**config.mk**
```make
export PLATFORM = sky130hd
export DESIGN_NAME = fpa_runs
export DESIGN_NICKNAME = d
export VERILOG_FILES = /design/src/hdl/fpa_pkg.sv /design/src/hdl/fpa_runs.sv
export SDC_FILE = /design/constraint.sdc
export NUM_CORES = 1
export LEC_CHECK = 0
export BUFFER_PORTS_ARGS = -buffer_cell sky130_fd_sc_hd__buf_2
export CAP_MARGIN = 0
export CORE_AREA = 2 2 128 130
export CTS_CLUSTER_SIZE = 24
export DETAILED_ROUTE_END_ITERATION = 6
export DIE_AREA = 0 0 130 132
export PLACE_DENSITY = 0.82
export SYNTH_ARGS = -nofsm -noshare
export SYNTH_HDL_FRONTEND = slang
export SYNTH_SLANG_ARGS = --single-unit
```
**constraint.sdc**
```tcl
create_clock -name clk -period 7 [get_ports clk]
set_clock_uncertainty 0.1 [all_clocks]
set_input_delay 1.4 -clock clk [delete_from_list [all_inputs] [get_ports clk]]
set_output_delay 1.4 -clock clk [all_outputs]
set_load 0.03 [all_outputs]
```
**src/hdl/fpa_pkg.sv**
```systemverilog
// ----------------------------------------------------------------------------
// Feature persistence alarm package
// Types, register map and fixed limits shared by the alarm modules.
// ----------------------------------------------------------------------------
package fpa_pkg;

  localparam int NUM_MEASURES = 7;
  localparam int NUM_CONDS    = 8;

  localparam logic [2:0] REG_SMOOTH_ALPHA = 3'd0;
  localparam logic [2:0] REG_HOLD_FRAMES  = 3'd1;
  localparam logic [2:0] REG_EYE_CLOSED   = 3'd2;
  localparam logic [2:0] REG_EYE_WIDE     = 3'd3;
  localparam logic [2:0] REG_YAW_LOW      = 3'd4;
  localparam logic [2:0] REG_YAW_HIGH     = 3'd5;
  localparam logic [2:0] REG_ROLL         = 3'd6;
  localparam logic [2:0] REG_FROWN_LOW    = 3'd7;

  localparam logic [8:0]  RST_SMOOTH_ALPHA = 9'd102;
  localparam logic [7:0]  RST_HOLD_FRAMES  = 8'd15;
  localparam logic [15:0] RST_EYE_CLOSED   = 16'd737;
  localparam logic [15:0] RST_EYE_WIDE     = 16'd1434;
  localparam logic [15:0] RST_YAW_LOW      = 16'd2867;
  localparam logic [15:0] RST_YAW_HIGH     = 16'd6349;
  localparam logic [14:0] RST_ROLL         = 15'd1280;
  localparam logic [15:0] RST_FROWN_LOW    = 16'd3523;

  localparam logic [8:0]  ALPHA_FULL  = 9'd256;
  localparam logic [15:0] JAW_LIMIT   = 16'd1843;
  localparam logic [15:0] SMILE_LIMIT = 16'd2458;
  localparam logic [15:0] ASYM_LIMIT  = 16'd1280;
  localparam logic [7:0]  RUN_MAX     = 8'd255;

  localparam logic [3:0] WARN_NONE = 4'd0;
  localparam logic [3:0] WARN_GAZE = 4'd1;

  typedef logic signed [16:0] meas_t;

  typedef struct packed {
    logic [7:0]  hold_frames;
    logic [15:0] eye_closed;
    logic [15:0] eye_wide;
    logic [15:0] yaw_low;
    logic [15:0] yaw_high;
    logic [14:0] roll;
    logic [15:0] frown_low;
  } fpa_limits_t;

  typedef struct packed {
    logic [15:0] eye;
    logic [15:0] jaw;
    logic [15:0] mouth;
    logic [15:0] frown;
    logic [15:0] tilt;
    logic [15:0] turn;
    logic [15:0] asym;
  } fpa_avgs_t;

  typedef struct packed {
    logic advance;
    logic face;
    logic restart;
  } fpa_ctrl_t;

endpackage

```
**src/hdl/fpa_runs.sv**
```systemverilog
// ----------------------------------------------------------------------------
// Feature persistence alarm run counters
// Threshold tests, saturating run counters and warning priority.
// ----------------------------------------------------------------------------
module fpa_runs import fpa_pkg::*; (
  input  logic        clk,
  input  logic        rst_n,
  input  fpa_ctrl_t   ctrl,
  input  fpa_avgs_t   avgs,
  input  fpa_limits_t lim,
  output logic [3:0]  warning,
  output logic [7:0]  mask
);

  logic [7:0]  cnt_r   [NUM_CONDS];
  logic [7:0]  cnt_nxt [NUM_CONDS];
  logic [NUM_CONDS-1:0] cond;
  logic [16:0] tilt_ext;
  logic [16:0] tilt_abs;
  logic [7:0]  base;

  assign tilt_ext = {avgs.tilt[15], avgs.tilt};
  assign tilt_abs = tilt_ext[16] ? (17'd0 - tilt_ext) : tilt_ext;

  always_comb begin
    cond[0] = (avgs.turn < lim.yaw_low) || (avgs.turn > lim.yaw_high);
    cond[1] = tilt_abs > {2'b00, lim.roll};
    cond[2] = (avgs.eye > lim.eye_closed) && (avgs.frown < lim.frown_low);
    cond[3] = avgs.eye > lim.eye_wide;
    cond[4] = avgs.eye < lim.eye_closed;
    cond[5] = avgs.jaw > JAW_LIMIT;
    cond[6] = !cond[0] && (avgs.asym > ASYM_LIMIT);
    cond[7] = avgs.mouth < SMILE_LIMIT;
  end

  always_comb begin
    for (int k = 0; k < NUM_CONDS; k++) begin
      base = ctrl.restart ? 8'd0 : cnt_r[k];
      if (!ctrl.face || !cond[k]) begin
        cnt_nxt[k] = 8'd0;
      end else if (base == RUN_MAX) begin
        cnt_nxt[k] = RUN_MAX;
      end else begin
        cnt_nxt[k] = base + 8'd1;
      end
    end
  end

  always_comb begin
    mask    = '0;
    warning = WARN_NONE;
    for (int k = NUM_CONDS - 1; k >= 0; k--) begin
      if (cnt_nxt[k] > lim.hold_frames) begin
        mask[k] = 1'b1;
        warning = 4'(k + 1);
      end
    end
  end

  always_ff @(posedge clk) begin
    if (!rst_n) begin
      for (int k = 0; k < NUM_CONDS; k++) begin
        cnt_r[k] <= '0;
      end
    end else if (ctrl.advance) begin
      for (int k = 0; k < NUM_CONDS; k++) begin
        cnt_r[k] <= cnt_nxt[k];
      end
    end
  end

endmodule

```
# Word-level counts from Yosys, hierarchy flattened
# Memory sizes are Yosys's and may differ from the RTL's.
# Cells that the tools add are included.
# Widths: inputs -> output; s select.
# totals
ff_bits,0
mem_bits_rw,64
out_inout_bits,12
word_cells,117
mem_count,1
# classes
n_addsub,9
n_lt_le_gt_ge,18
eq_ne,8
mux,53
bitwise,8
reduce_logical,20
# mem_list
memory,depth,word_bits,read_ports,rd_clocked_by_memory_dff,write_ports,line_no,text
cnt_r,8,8,8,0,8,fpa_runs.sv:15,logic [7:0] cnt_r [NUM_CONDS];
# ops
op,count
$mux 8,32
$add 8x1->8 const B,8
$eq 8x8->1 const B,8
$gt 8x8->1,8
$gt 16x16->1,3
$lt 16x16->1,3
$gt 16x11->1 const B,2
$mux 4,8
$gt 17x15->1,1
$mux 17,1
$sub 1x16->17 const A,1
$lt 16x12->1 const B,1
$mux 1,12
$logic_not 1->1,9
$logic_or 1x1->1,9
$or 1x1->1,8
$logic_and 1x1->1,2

# Longest topological paths before layout
# logic_depth
ltp_word,15
ltp_mapped,22

# Least setup slack after synthesis
# OpenSTA, ideal clock, no wires.
# synth_path
path_type,input to output
startpoint,input ctrl[0] (netlist name)
endpoint,output warning[3]
t_arrival_ns,5.961
required_time_ns,5.500
setup_slack_ns,-0.461
stages,19
path_buffers,5
path_cell_list,clkbuf_1 buf_2 buf_2 clkbuf_1 clkbuf_1 nor2b_1 ha_1 and3_1 and3_1 nand3_1 a21boi_0 nor2_1 ha_1 and3_1 a221oi_1 o2bb2ai_1 o21bai_1 nand3b_1 nor3b_1
# synth_lines
item,line_no,text
"start, declared",fpa_runs.sv:8,"input fpa_ctrl_t ctrl,"
"end, declared",fpa_runs.sv:11,"output logic [3:0] warning,"

==> metrics.csv <==
stage,metric,value,unit
timing,finalHoldViolCount,0,
floorplan,io_pins,232,
worst_setup_path,cp.depth,24,
timing,finalCritPeriodShare,100.4,%
yosys,synth-edff-count,64,
clock_network,clock_path_buffers,2,
clock_network,clk_pin_slew,50,ps
global_routing,overflow,0,
worst_setup_path,critPathLaunch,avgs[35],
finish,regMostFlops,cnt_r,
worst_setup_path,cp.required,5500,ps
worst_setup_path,critical_path_buf_inv_count,4,
timing,worst_slack,-27.79,ps
worst_setup_path,crit_path_end,warning[3],
worst_setup_path,endpoint_kind,primary output,
worst_setup_path,arrival,5530,ps
finish,antenna_cells,0,
yosys,async_flop_share,0,%
timing,finalSetupViolCount,1,
floorplan,core,15710,sq um
global_routing,grt_max_degree,41,
global_routing,antenna_found_initial,0,
job,maxCapViolCount,0,
yosys,yosysTopAreaCell,ha_1,
placed_design,globalplace.congestion,0.8401,
yosys,syn_avg_cell_area,8.279,sq um
route,via_count,8449,
floorplan,die_w,130,um
finish,final_common_cell,buf_2,
worst_setup_path,path_cells,buf_6 > nor4_4 > buf_4 > nor4b_4 > nand3b_1 > nand2_2 > nand2_2 > xor2_2 > ha_1 > nand4_1 > nor4_2 > a21oi_1 > o31ai_2 > o21ai_2 > and3_4 > ha_4 > nor2b_4 > o211ai_1 > a21oi_2 > o21bai_1 > inv_1 > or3_4 > nor3b_2 > buf_4,
clock_network,h-tree-depth,3,
placed_design,portBuffers,228,
finish,mostFrequentLayoutCells,"buf_2, ha_1, inv_1",
worst_setup_path,cpPeakStageDelay,390,ps
finish,instances_no_fill,1490,
power,power_density,122.8,nW/um^2
yosys,ys_ff_latch,64,
floorplan,die_height,132,um
yosys,syn-num-nets,1414,
run_status,violations,setup timing,
placed_design,preCtsSetupSlack,-366.5,ps
power,ir_drop,0.0001197,V
yosys,synthFlopType,edfxtp_1,
floorplan,placementRows,46,
timing,timing.slew.headroom,40.29,%
clock_network,clock_latency,340,ps
worst_setup_path,reg2reg_slack,4770,ps
global_routing,grt_pass1_wl,35310,um
route,wl_per_cell,14.74,um
timing,setup_tns,-27.79,ps
worst_setup_path,r2r-start,cnt_r[1][24],
timing,period_needed,7028,ps
run_status,status,"complete, but fails checks",
yosys,ys_seq_area_share,22.58,%
finish,final_layout_size_suffix_gt1_share,24.10,%
worst_setup_path,cp-start-kind,primary input,
timing,drv_slew,0,
timing,max_freq,142.3,MHz
yosys,yosys_warnings,0,
yosys,syn-instance-count,1028,
timing,worst_pin_slew,891.4,ps
yosys,synth_area_leaders,"ha_1, edfxtp_1, and3_1, inv_1, a21oi_1",
power,power.total,1.296,mW
finish,fin_util,67.20,%
worst_setup_path,critPathKind,primary input to primary output,
yosys,yosysTopAreaCellShare,24.40,%
route,viasPerCell,5.670,
clock_network,cts_sinks,64,
timing,grt_setup_unrepaired,yes,
worst_setup_path,r2r_cells,7,
worst_setup_path,cpMaxStageDelayCell,or3_4,
finish,nets,1655,
route,ant_nets,0,
finish,largest_register_ffs,64,
finish,syn_to_final_growth,24.07,%
clock_network,ctsHoldBuffers,0,
worst_setup_path,critPathTopFamily,simple AND/OR/NAND/NOR gates,
clock_network,cts-root-buf,clkbuf_16,
route,firstDrtPassIters,5,
route,drt_iter0_markers,448,
min_path,hold_class,flop to flop,
worst_setup_path,r2r_end,cnt_r[1][25],
clock_network,cts_buffers,9,
clock_network,cts_tree,done,
placed_design,dp_cells,1470,
floorplan,start_util,54.16,%
worst_setup_path,cp_max_fo,8,
placed_design,dp_hpwl,17130,um
power,p_leak,5.468,nW
finish,largestRegisters,cnt_r (64),
global_routing,grt_pass1_vias,8126,
floorplan,die-area,17160,sq um
global_routing,track_usage,24.91,%
yosys,synth_cell_type_count,61,
route,wl,21970,um
route,route.detailed.drc,0,
yosys,syn_area,8511,sq um
per-layer routing:
layer / GRT usage, % / part of all wire (%)
met2: 44.12 / 48
met1: 29.98 / 43
met4: 9.498 / 3.1
met3: 3.815 / 6.7
met5: 0.5882 / 0
repair_timing:
item / 4_1_cts / 5_1_grt
setup buffers: 2 / 3
pin swaps: 13 / 12
endpoints found under the setup margin: 3 / 5
resized for setup: 18 / 23
per-stage QoR:
step | hold slack, ps | cell area (sq um)
2_1_floorplan | 608.8 | 8522
3_3_place_gp | 694.0 | 10030
3_5_place_dp | 706.3 | 10030
4_1_cts | 721.6 | 10450
5_1_grt | 763.4 | 10560
6_report | 727.3 | 10560
where the power goes:
part           switching (mW)  internal (mW)  leakage (nW)
sequential             0.0146          0.441         0.712
combinational           0.215          0.183          4.63
clock                   0.169          0.273         0.130
cell usage after synthesis, types with 6 or more instances:
cell / n
a21o_1: 21
ha_1: 166
nor4_1: 10
a21oi_1: 67
inv_1: 118
o211ai_1: 10
xnor2_1: 24
o21a_1: 13
a21boi_0: 6
a31oi_1: 9
and3_1: 72
and2_1: 12
clkbuf_1: 21
nor3_1: 37
nor3b_1: 6
nand4_1: 34
nand3_1: 40
nand2b_1: 13
o31ai_1: 7
and3_2: 6
nor2_1: 46
edfxtp_1: 64
xor2_1: 17
o21ai_0: 33
nand2_1: 53
and4_1: 9
nor2b_1: 47
a211oi_1: 7
area by class of cell:
cell class              count  area, sq um
multi-input cells         817         6221
fillers                  1262         5154
flip-flops and latches     64         1922
repair buffers            258         1410
inverters                 119        446.7
well taps                 216        270.3
clock buffers              10        229.0
clock inverters             6        60.06
worst min-delay path: cells and delay by family, from the launching register on:
| kind | cells | cell delay [ps] |
|---|---|---|
| and+or+nand+nor | 1 | 150 |
| DFF | 1 | 380 |
| AOI/OAI and AO/OA | 1 | 190 |
kinds of logic (layout without fill, tap and decap cells):
| logic type | after synthesis | in the layout | synth area share, % |
|---|---|---|---|
| simple gates | 402 | 402 | 26.24 |
| buf+inv | 147 | 393 | 6.645 |
| compound gates | 204 | 204 | 15.42 |
| mux | 4 | 4 | 0.4852 |
| flops | 64 | 64 | 22.58 |
| fa+ha+maj | 166 | 166 | 24.40 |
| xor+xnor | 41 | 41 | 4.219 |
how the worst min path moves through the flow:
stage	startpoint	to	cells past startpoint
2_1_floorplan	cnt_r[0][7]	cnt_r[0][0]	4
3_5_place_dp	cnt_r[0][15]	cnt_r[0][15]	2
3_3_place_gp	cnt_r[0][7]	cnt_r[0][0]	4
5_1_grt	cnt_r[0][15]	cnt_r[0][15]	2
6_report	cnt_r[0][15]	cnt_r[0][15]	2
4_1_cts	cnt_r[0][15]	cnt_r[0][15]	2
(Power assumes the default switching activity.)
