===== config.mk =====
export PLATFORM = sky130hd
export DESIGN_NAME = fpa_ema
export DESIGN_NICKNAME = d
export VERILOG_FILES = /design/src/hdl/fpa_pkg.sv /design/src/hdl/fpa_ema.sv
export SDC_FILE = /design/constraint.sdc
export NUM_CORES = 1
export LEC_CHECK = 0
export ABC_AREA = 1
export BUFFER_PORTS_ARGS = -buffer_cell sky130_fd_sc_hd__buf_2
export CAP_MARGIN = 20
export CORE_ASPECT_RATIO = 2
export CORE_MARGIN = 3
export CORE_UTILIZATION = 50
export CTS_BUF_LIST = sky130_fd_sc_hd__clkbuf_8
export DETAILED_ROUTE_END_ITERATION = 10
export GPL_TIMING_DRIVEN = 0
export PLACE_DENSITY = 0.69
export SLEW_MARGIN = 10
export SYNTH_ARGS = -nofsm -noshare
export SYNTH_HDL_FRONTEND = slang
export SYNTH_SLANG_ARGS = --single-unit

===== constraint.sdc =====
create_clock -name clk -period 6.9 [get_ports clk]
set_clock_uncertainty 0.1 [all_clocks]
set_input_delay 0.345 -clock clk [delete_from_list [all_inputs] [get_ports clk]]
set_output_delay 0.345 -clock clk [all_outputs]
set_load 0.1 [all_outputs]

===== src/hdl/fpa_pkg.sv =====
// ----------------------------------------------------------------------------
// Feature persistence alarm package
// Types, register map and fixed limits shared by the alarm modules.
// ----------------------------------------------------------------------------
package fpa_pkg;

  localparam int NUM_MEASURES = 7;
  localparam int NUM_CONDS    = 8;

  localparam logic [2:0] REG_SMOOTH_ALPHA = 3'd0;
  localparam logic [2:0] REG_HOLD_FRAMES  = 3'd1;
  localparam logic [2:0] REG_EYE_CLOSED   = 3'd2;
  localparam logic [2:0] REG_EYE_WIDE     = 3'd3;
  localparam logic [2:0] REG_YAW_LOW      = 3'd4;
  localparam logic [2:0] REG_YAW_HIGH     = 3'd5;
  localparam logic [2:0] REG_ROLL         = 3'd6;
  localparam logic [2:0] REG_FROWN_LOW    = 3'd7;

  localparam logic [8:0]  RST_SMOOTH_ALPHA = 9'd102;
  localparam logic [7:0]  RST_HOLD_FRAMES  = 8'd15;
  localparam logic [15:0] RST_EYE_CLOSED   = 16'd737;
  localparam logic [15:0] RST_EYE_WIDE     = 16'd1434;
  localparam logic [15:0] RST_YAW_LOW      = 16'd2867;
  localparam logic [15:0] RST_YAW_HIGH     = 16'd6349;
  localparam logic [14:0] RST_ROLL         = 15'd1280;
  localparam logic [15:0] RST_FROWN_LOW    = 16'd3523;

  localparam logic [8:0]  ALPHA_FULL  = 9'd256;
  localparam logic [15:0] JAW_LIMIT   = 16'd1843;
  localparam logic [15:0] SMILE_LIMIT = 16'd2458;
  localparam logic [15:0] ASYM_LIMIT  = 16'd1280;
  localparam logic [7:0]  RUN_MAX     = 8'd255;

  localparam logic [3:0] WARN_NONE = 4'd0;
  localparam logic [3:0] WARN_GAZE = 4'd1;

  typedef logic signed [16:0] meas_t;

  typedef struct packed {
    logic [7:0]  hold_frames;
    logic [15:0] eye_closed;
    logic [15:0] eye_wide;
    logic [15:0] yaw_low;
    logic [15:0] yaw_high;
    logic [14:0] roll;
    logic [15:0] frown_low;
  } fpa_limits_t;

  typedef struct packed {
    logic [15:0] eye;
    logic [15:0] jaw;
    logic [15:0] mouth;
    logic [15:0] frown;
    logic [15:0] tilt;
    logic [15:0] turn;
    logic [15:0] asym;
  } fpa_avgs_t;

  typedef struct packed {
    logic advance;
    logic face;
    logic restart;
  } fpa_ctrl_t;

endpackage


===== src/hdl/fpa_ema.sv =====
// ----------------------------------------------------------------------------
// Feature persistence alarm smoothing lane
// One exponential average with rounding and reload on the first frame.
// ----------------------------------------------------------------------------
module fpa_ema import fpa_pkg::*; (
  input  logic       clk,
  input  logic       rst_n,
  input  logic       load,
  input  logic       reload,
  input  logic [8:0] alpha,
  input  meas_t      raw,
  output meas_t      avg_nxt
);

  meas_t              avg_r;
  logic [8:0]         wt_old;
  logic signed [26:0] p_old;
  logic signed [26:0] p_new;
  logic signed [27:0] sum;

  assign wt_old = ALPHA_FULL - alpha;
  assign p_old  = avg_r * $signed({1'b0, wt_old});
  assign p_new  = raw * $signed({1'b0, alpha});
  assign sum    = 28'(p_old) + 28'(p_new) + 28'sd128;

  always_comb begin
    if (reload) begin
      avg_nxt = raw;
    end else begin
      avg_nxt = sum[24:8];
    end
  end

  always_ff @(posedge clk) begin
    if (!rst_n) begin
      avg_r <= '0;
    end else if (load) begin
      avg_r <= avg_nxt;
    end
  end

endmodule


Yosys cells after proc, flatten, opt, wreduce, memory -nomap -nowiden
Index checks and enable logic that the tools add are counted.
{ "word_totals": {"mem_count": 0, "inputBits": 30, "word_cells": 7, "regBits": 17, "latchBits": 0, "romBits": 0, "out_inout_bits": 17, "mem_bits_rw": 0} }
{ "classes": {"bitwise": 0, "n_mux": 1, "multipliers": 2, "div_mod_pow": 0, "n_shift": 0, "n_reduce_logical": 0, "eq_ne": 0, "order_cmp": 0, "addsub": 3} }
{ "ops": {"columns": ["op", "n"], "rows": [
  ["17-bit by 10-bit multiplier with 25-bit output", 2],
  ["25-bit adder", 1],
  ["25-bit by 9-bit adder with 25-bit output, second input constant", 1],
  ["17-bit 2-to-1 mux", 1],
  ["9-bit subtractor, first input constant", 1]
]} }

Depth between registers and ports, before layout
Gate-level depths: netlist of run 1.
{ "depth": {"word_depth": 5, "depth_mapped": 39, "ltp_nobuf": 37} }

Worst setup path before layout of run 1
Ideal clock, no wire load.
{ "synth_timing": {"kind": "in2reg", "startpoint": "input port alpha[1]", "endpoint": "register avg_r[1]", "path_buffers": 3, "setup_ns": 0.068, "stages": 31, "path_slack_ns": -2.286, "required_ns": 6.732, "arrival_ns": 9.019, "path_cell_list": "buf_2 > buf_1 > inv_1 > ha_1 > nand2_1 > nor2_1 > inv_1 > or2_1 > or3_1 > nand2_2 > buf_6 > nor2_1 > fa_1 > inv_1 > fa_1 > inv_1 > fa_1 > fa_1 > fa_1 > fa_1 > inv_1 > fa_1 > inv_1 > ha_1 > nand2_1 > nor2_1 > nand2_1 > nor3b_1 > o31ai_1 > o21ai_0 > inv_1"} }
{ "synth_via": {"elab_chain_cells": 5, "elab_cells_between_ends": 6, "classes_between": "add/sub: 3; mul: 2; mux: 1"} }
{ "synth_lines": {"columns": ["element", "line", "source"], "rows": [
  ["start: declaration", "fpa_ema.sv:10", "input logic [8:0] alpha,"],
  ["9-bit subtractor", "fpa_ema.sv:21", "assign wt_old = ALPHA_FULL - alpha;"],
  ["17-bit by 10-bit multiplier with 25-bit output", "fpa_ema.sv:22", "assign p_old = avg_r * $signed({1'b0, wt_old});"],
  ["25-bit adder *", "fpa_ema.sv:24", "assign sum = 28'(p_old) + 28'(p_new) + 28'sd128;"],
  ["25-bit by 9-bit adder with 25-bit output *", "fpa_ema.sv:24", null],
  ["17-bit 2-to-1 mux *", "fpa_ema.sv:27", "if (reload) begin"],
  ["via avg_nxt[1]", "fpa_ema.sv:12", "output meas_t avg_nxt"],
  ["end signal: assignment", "fpa_ema.sv:38", "avg_r <= avg_nxt;"],
  ["end: declaration", "fpa_ema.sv:15", "meas_t avg_r;"]
]} }
The timed path passes the listed nets; every way through them passes the cells marked *.
A chain may end at the register's enable or synchronous reset.

Worst setup path in the final report of run 1
{ "layout_timing": {"startpoint": "input port alpha[1]", "endpoint": "output port avg_nxt[8]"} }
{ "layout_via": {"elab_chain_cells": 5, "elab_cells_between_ends": 6, "classes_between": "add/sub: 3; mul: 2; mux: 1"} }
{ "layout_lines": {"columns": ["element", "line"], "rows": [
  ["9-bit subtractor", "fpa_ema.sv:21"],
  ["17-bit by 10-bit multiplier with 25-bit output", "fpa_ema.sv:22"],
  ["25-bit adder *", "fpa_ema.sv:24"],
  ["25-bit by 9-bit adder with 25-bit output *", "fpa_ema.sv:24"],
  ["17-bit 2-to-1 mux *", "fpa_ema.sv:27"],
  ["end: declaration", "fpa_ema.sv:12"]
]} }
Mark *: on every way between the ends. The rest lies on a longest branch, timed or not.

==> summary.txt, run 1 <==
Worst setup path
  – Critical Path Source: alpha[1]
  – Critical Path Fanout Max: 5
  – R2R Setup Slk: -170 ps
  – Setup crit start kind: input port
  – Worst path slowest cell: fa_2
  – Worst Path Arrival: 7460 ps
  – Kind of end point of the critical path: primary output
  – Cell repeated most along the worst path: fa_1
  – Required time of the worst setup path: 6450 ps
  – CP max stage delay: ~560 ps
  – FF-to-FF Start: avg_r[16]$_SDFFE_PN0P_
  – Crit Path Category: in -> out

Status
  – Violated checks: negative setup slack
  – Status: finished with violations

Floorplanning
  – Initial core utilization: slightly above 50%
  – Rows: slightly above 80
  – Die Wd: between 100 and 150 um
  – Core Footprint: between 20,000 and 30,000 um^2
  – Die Y-Extent: approximately 230 um
  – DIE AREA: around 27,000 um^2
  – Ports: 47

Finish
  – Nets: roughly 2,200
  – Regs by FF count: avg_r (17)
  – Fill count: ~2,300
  – # diodes: 0
  – Biggest register: avg_r
  – Max FFs per register: 17
  – Area growth, synth to finish: 21.76%
  – Final Non-Filler Cells: about 2,100
  – Layout cells sized above 1: between 10% and 20%

STA
  – RSZ-0062 raised after global routing: yes
  – Slew Viols, Final: 0
  – Relative slew slack: about two fifths
  – Period Utilization, post-route: 114.5%
  – Final setup fails: 34
  – Achievable frequency: about 130 MHz
  – Setup ws final: -1003 ps
  – Hold Vio Cnt, Final: 0
  – Least-Margin Pin Slew: around 900 ps
  – Min Hold Slack: about 370 ps
  – Final min period: a little under 8000 ps

Synth
  – Commonest cells post-synth: 579 x inv_1, 346 x nand2_1, 288 x fa_1
  – Area contributors post-synth: fa_1 45%, inv_1 17%, ha_1 10%
  – Synthesized area: about 13,000 um^2
  – Syn Nets: around 2,100
  – Mean Syn Cell Area: about 7.5 um^2
  – Mapped Cells: approximately 1,700
  – Share of the synthesized area in the top cell type: between 40% and 50%
  – Post-synth top flop: dfxtp_1
  – Post-synthesis register bit count: 17
  – Post-synthesis sequential area ratio: ~2.7%
  – EDFF count, synth: 0
  – FFs w/ async S/R, synth: 0%
  – Synth cell types: 44
  – Count leader, synth: inv_1
  – Area leader, netlist: fa_1
  – Number of synthesis warnings: 0

Global routing
  – GRT Util Overall: between 20% and 30%
  – Antenna violations before repair: 0
  – Global route overflow: 0
  – Vias in the first global route: 12,053
  – Global-route wire length before repair: approximately 62,000 um
  – Largest net degree at the start of global routing: 11

Routing
  – DRC Markers: 0
  – Total Wirelength: ~40,000 um
  – Iteration-0 DRC Markers: between 600 and 700
  – Total number of vias: around 11,000
  – Wirelength per Cell: 18.57 um
  – Antenna-violating nets left: 0
  – DR pass1 iterations: 5
  – Vias per cell: ~5.2

Clock tree
  – CTS tree: yes
  – Later-pin clock latency in the skew report: 270 ps
  – Post-CTS Hold Buffers: 0
  – CTS HTree Levels: 1
  – Clk sinks: 17
  – Clock slew at reported path FFs: roughly 80 ps
  – Clk buf depth: 2
  – Inserted Clock Buffers: 3
  – Root Driver: clkbuf_8

Placed design
  – GPL Wtd Cong: between 0.9 and 1
  – Placed Cells: about 2,100
  – PortBufs: 26
  – Dpl hpwl: 33,390 um

Min path
  – Worst Hold Class: in -> reg
  – Hold path startpoint: load

Run
  – Max-cap violations: 0
-- what timing repair did --
item | in CTS | in global routing
hold endpoints to repair | 0 | 0
buffers inserted | 42 | 27
gates cloned | 1 | 0
pin swaps | 73 | 100
gates resized for setup | 204 | 113
setup endpoints to repair | 34 | 34
-- worst max-delay path: cells and delay by family --
| family | cells | cell delay (ps) |
|---|---|---|
| fa+ha+maj | 9 | 3980 |
| buf+inv | 12 | 990 |
| simple gates | 8 | 1220 |
| xor+xnor | 1 | 200 |
| compound gates | 4 | 680 |
-- cells in the final DEF (no fill, tap or decap), types with 17 or more instances in the layout --
cell type / netlist / routed
nand3_1: 36 / 17
nand2_4: 1 / 19
buf_12: 0 / 18
dfxtp_1: 17 / 17
a21oi_1: 35 / 22
nand2_2: 4 / 21
buf_6: 2 / 24
nand2_1: 346 / 303
inv_1: 579 / 547
fa_2: 0 / 26
fa_1: 288 / 262
buf_4: 2 / 47
inv_2: 3 / 33
ha_1: 104 / 88
nor2_1: 139 / 114
clkbuf_1: 33 / 28
-- final timing paths --
path	to	cells after the start
min	avg_r[16]$_SDFFE_PN0P_	4
min reg2reg	avg_r[0]$_SDFFE_PN0P_	4
max	avg_nxt[8]	34
max reg2reg	avg_r[14]$_SDFFE_PN0P_	27
-- kinds of logic after synthesis --
logic type	count (synthesis)	share of synthesized area, %
AO/OA/AOI/OAI	89	4.163
flip-flops	17	2.677
AND/OR/NAND/NOR	556	17.73
buffers and inverters	640	19.15
XOR/XNOR	10	0.6889
adder cells (fa/ha/maj)	392	55.59
-- routing by layer --
layer	GRT usage (%)	share of wire, %	vias up
li1	-	-	4945
met1	27.18	28	5479
met2	56.62	56	414
met3	3.004	4.0	209
met4	26.19	12	0
met5	0	0	-
-- metrics by stage --
stage                     worst slack, ps  cell area [um^2]  setup TNS (ps)  utilization [%]
after floorplan                    -527.9             13260           -7897                -
after global placement              -1603             13810          -37920            55.16
after detailed placement            -1628             13810          -39610            55.16
after CTS                          -999.0             14950          -19710            59.72
after global routing                -1227             15480          -28360            61.84
final                               -1003             15480          -21860            61.84
-- final cells by class --
cell class | instances | area, um^2 | share of cell area, %
sequential | 17 | 340.3 | 2.199
multi-input combinational | 1047 | 11200 | 72.32
clock inverter | 1 | 3.754 | 0.02425
buffer | 53 | 290.3 | 1.875
tap | 336 | 420.4 | 2.716
clock buffer | 3 | 41.29 | 0.2667
inverter | 587 | 2236 | 14.44
timing repair buffer | 90 | 952.2 | 6.151
Power of run 1 is left out: the tool's default activity adds up to more than one toggle a clock period on the data nets, which glitch-free logic cannot reach.
==> inputs of run 2 (changes only) <==
- CELL_PAD_IN_SITES_DETAIL_PLACEMENT: default -> 0
- CELL_PAD_IN_SITES_GLOBAL_PLACEMENT: default -> 2
- CORE_UTILIZATION: 50 -> 35
- PLACE_DENSITY: 0.69 -> default
- PLACE_DENSITY_LB_ADDON: default -> 0.1
==> run 2 against run 1 <==
Against the previous run: final cell count up 4.8%; sequential cell count is the same; hold slack worse by 3.6 ps; non-clock buffer count shrank 11; count of clock-buffer cells in the layout is the same; final area shrank 0.52%; sequential share of layout area barely moved; the flow still finishes with violations (negative setup slack); utilization down 19 points; first-iteration DRC count fell by 23%; via count shrank 5.0%; critical path depth is 1 higher.
==> summary.txt, run 2 (same netlist as run 1, synthesis figures left out) <==
Placed design
  – PortBufs: 26
  – Dpl hpwl: approximately 39,000 um
  – GPL Wtd Cong: just under 0.9
  – Placed instance area: approximately 14,000 um^2

Worst setup path
  – Cell repeated most along the worst path: fa_1
  – Buf/Inv on CP: 12
  – Required time of the worst setup path: approximately 6500 ps
  – Top delay family on crit path: adder cells
  – Worst Path Arrival: ~7500 ps
  – Worst path slowest cell: fa_1
  – Critical Path Fanout Max: 5
  – Setup crit start kind: input port
  – Crit Path Category: in -> out
  – FF-to-FF Start: avg_r[16]$_SDFFE_PN0P_
  – R2R Setup Slk: 110 ps
  – R2R depth: 27
  – Kind of end point of the critical path: primary output
  – CP max stage delay: 550 ps
  – Critical R2R Capture: avg_r[15]$_SDFFE_PN0P_

STA
  – Least-Margin Pin Slew: just under 1000 ps
  – Achievable frequency: around 130 MHz
  – Relative slew slack: 35.09%
  – Final min period: between 7000 and 8000 ps
  – Period Utilization, post-route: 115.0%
  – Setup ws final: -1037 ps
  – Hold Vio Cnt, Final: 0
  – Slew Viols, Final: 0
  – Final setup fails: 34
  – RSZ-0062 raised after global routing: yes

Global routing
  – Global route overflow: 0
  – Antenna violations before repair: 0
  – Global-route wire length before repair: ~68,000 um
  – Vias in the first global route: roughly 12,000
  – Largest net degree at the start of global routing: 11
  – GRT Util Overall: around a quarter

Run
  – Max-cap violations: 0

Finish
  – Most common cell after layout, fill and taps aside: inv_1
  – Regs by FF count: avg_r (17)
  – Area growth, synth to finish: 21.13%
  – Layout cells sized above 1: a little under a fifth
  – Finished Cell Area: 15,400 um^2
  – # diodes: 0
  – Most frequent cells in the layout: 542 x inv_1, 305 x nand2_1, 268 x fa_1, 121 x nor2_1, 87 x ha_1
  – Nets: between 2,000 and 2,500
  – Max FFs per register: 17
  – Biggest register: avg_r

Clock tree
  – Clk sinks: 17
  – Clock slew at reported path FFs: about 70 ps
  – Root Driver: clkbuf_8
  – CTS HTree Levels: 1
  – CTS tree: yes
  – Clk buf depth: 2
  – Inserted Clock Buffers: 3
  – Later-pin clock latency in the skew report: between 200 and 300 ps

Routing
  – Antenna-violating nets left: 0
  – Vias per cell: 4.694
  – DRC Markers: 0
  – Total Wirelength: between 40,000 and 50,000 um
  – Total number of vias: 10,500
  – Iteration-0 DRC Markers: 467
  – DR pass1 iterations: 5
  – Wirelength per Cell: roughly 20 um

Floorplanning
  – Die Y-Extent: approximately 280 um
  – Initial core utilization: a little over a third
  – Ports: between 40 and 50
  – Core Footprint: between 30,000 and 40,000 um^2
  – Rows: just under 100
  – Die Wd: 140.8 um
  – DIE AREA: approximately 39,000 um^2

Status
  – Status: finished with violations
  – Violated checks: negative setup slack

Min path
  – Hold path startpoint: load
  – Hold EP: avg_r[16]$_SDFFE_PN0P_
  – Worst Hold Class: in -> reg
  – Hold Path Depth: 4
[run 2: metal layers]
metal | routed length, um | global-route usage (%) | part of all wire, % | vias to the layer above
li1 | - | - | - | 4927
met1 | 13690 | 22.65 | 31 | 5297
met2 | 26390 | 48.94 | 59 | 174
met3 | 766 | 1.404 | 1.7 | 102
met4 | 3620 | 14.73 | 8.1 | 0
met5 | 0 | 0 | 0 | -
[run 2: worst max-delay path by stage]
stage                  start           to  slack, ps  depth (start not counted)
floorplan           alpha[1]   avg_nxt[1]       -530                         29
global placement    alpha[1]   avg_nxt[7]      -1870                         32
detailed placement  alpha[1]   avg_nxt[7]      -1880                         32
CTS                 alpha[1]  avg_nxt[10]      -1120                         35
global route        alpha[1]  avg_nxt[10]      -1250                         34
finish              alpha[1]  avg_nxt[10]      -1040                         35
[run 2: stage by stage]
| step | utilization [%] | setup slack, ps | TNS (ps) | hold slack (ps) | instances |
|---|---|---|---|---|---|
| after floorplan | - | -527.9 | -7897 | 521.2 | 1704 |
| after global placement | 38.97 | -1873 | -48070 | 650.9 | 2180 |
| after detailed placement | 38.97 | -1877 | -48120 | 641.9 | 2180 |
| after CTS | 41.90 | -1120 | -22580 | 370.8 | 2218 |
| after global routing | 43.01 | -1253 | -28460 | 371.3 | 2237 |
| final | 43.01 | -1037 | -20940 | 364.0 | 2237 |
[run 2: area by class of cell]
| cell class | instances | area (um^2) |
|---|---|---|
| multi-input combinational | 1047 | 11060 |
| sequential | 17 | 340.3 |
| tap | 450 | 563.0 |
| inverter | 587 | 2211 |
| buffer | 53 | 300.3 |
| fill | 3814 | 20400 |
| clock inverter | 1 | 3.754 |
| timing repair buffer | 79 | 880.8 |
| clock buffer | 3 | 41.29 |
[run 2: worst register-to-register path: stages, from the launching register on]
cell      delay [ps]
dfxtp_1          460
inv_1            200
nor2_1           200
inv_1            120
fa_1             700
inv_1            160
fa_1             470
fa_1             520
inv_1             50
fa_1             480
fa_1             550
inv_1             50
fa_1             480
inv_1             50
fa_1             490
inv_1             60
ha_4             300
inv_1             90
nor3_4           190
nor3b_4          210
nand3_1          110
nand3_2          110
or2_1            110
nand3_2          100
buf_6            190
o211ai_1          70
nand2_1           70
inv_1             50
[run 2: repair_timing]
action,CTS,global route
hold buffers,0,0
setup buffers,33,20
setup endpoints to repair,34,34
pin swaps,72,48
cloned,1,0
gates resized for setup,198,82
Power of run 2 is left out for the same reason.
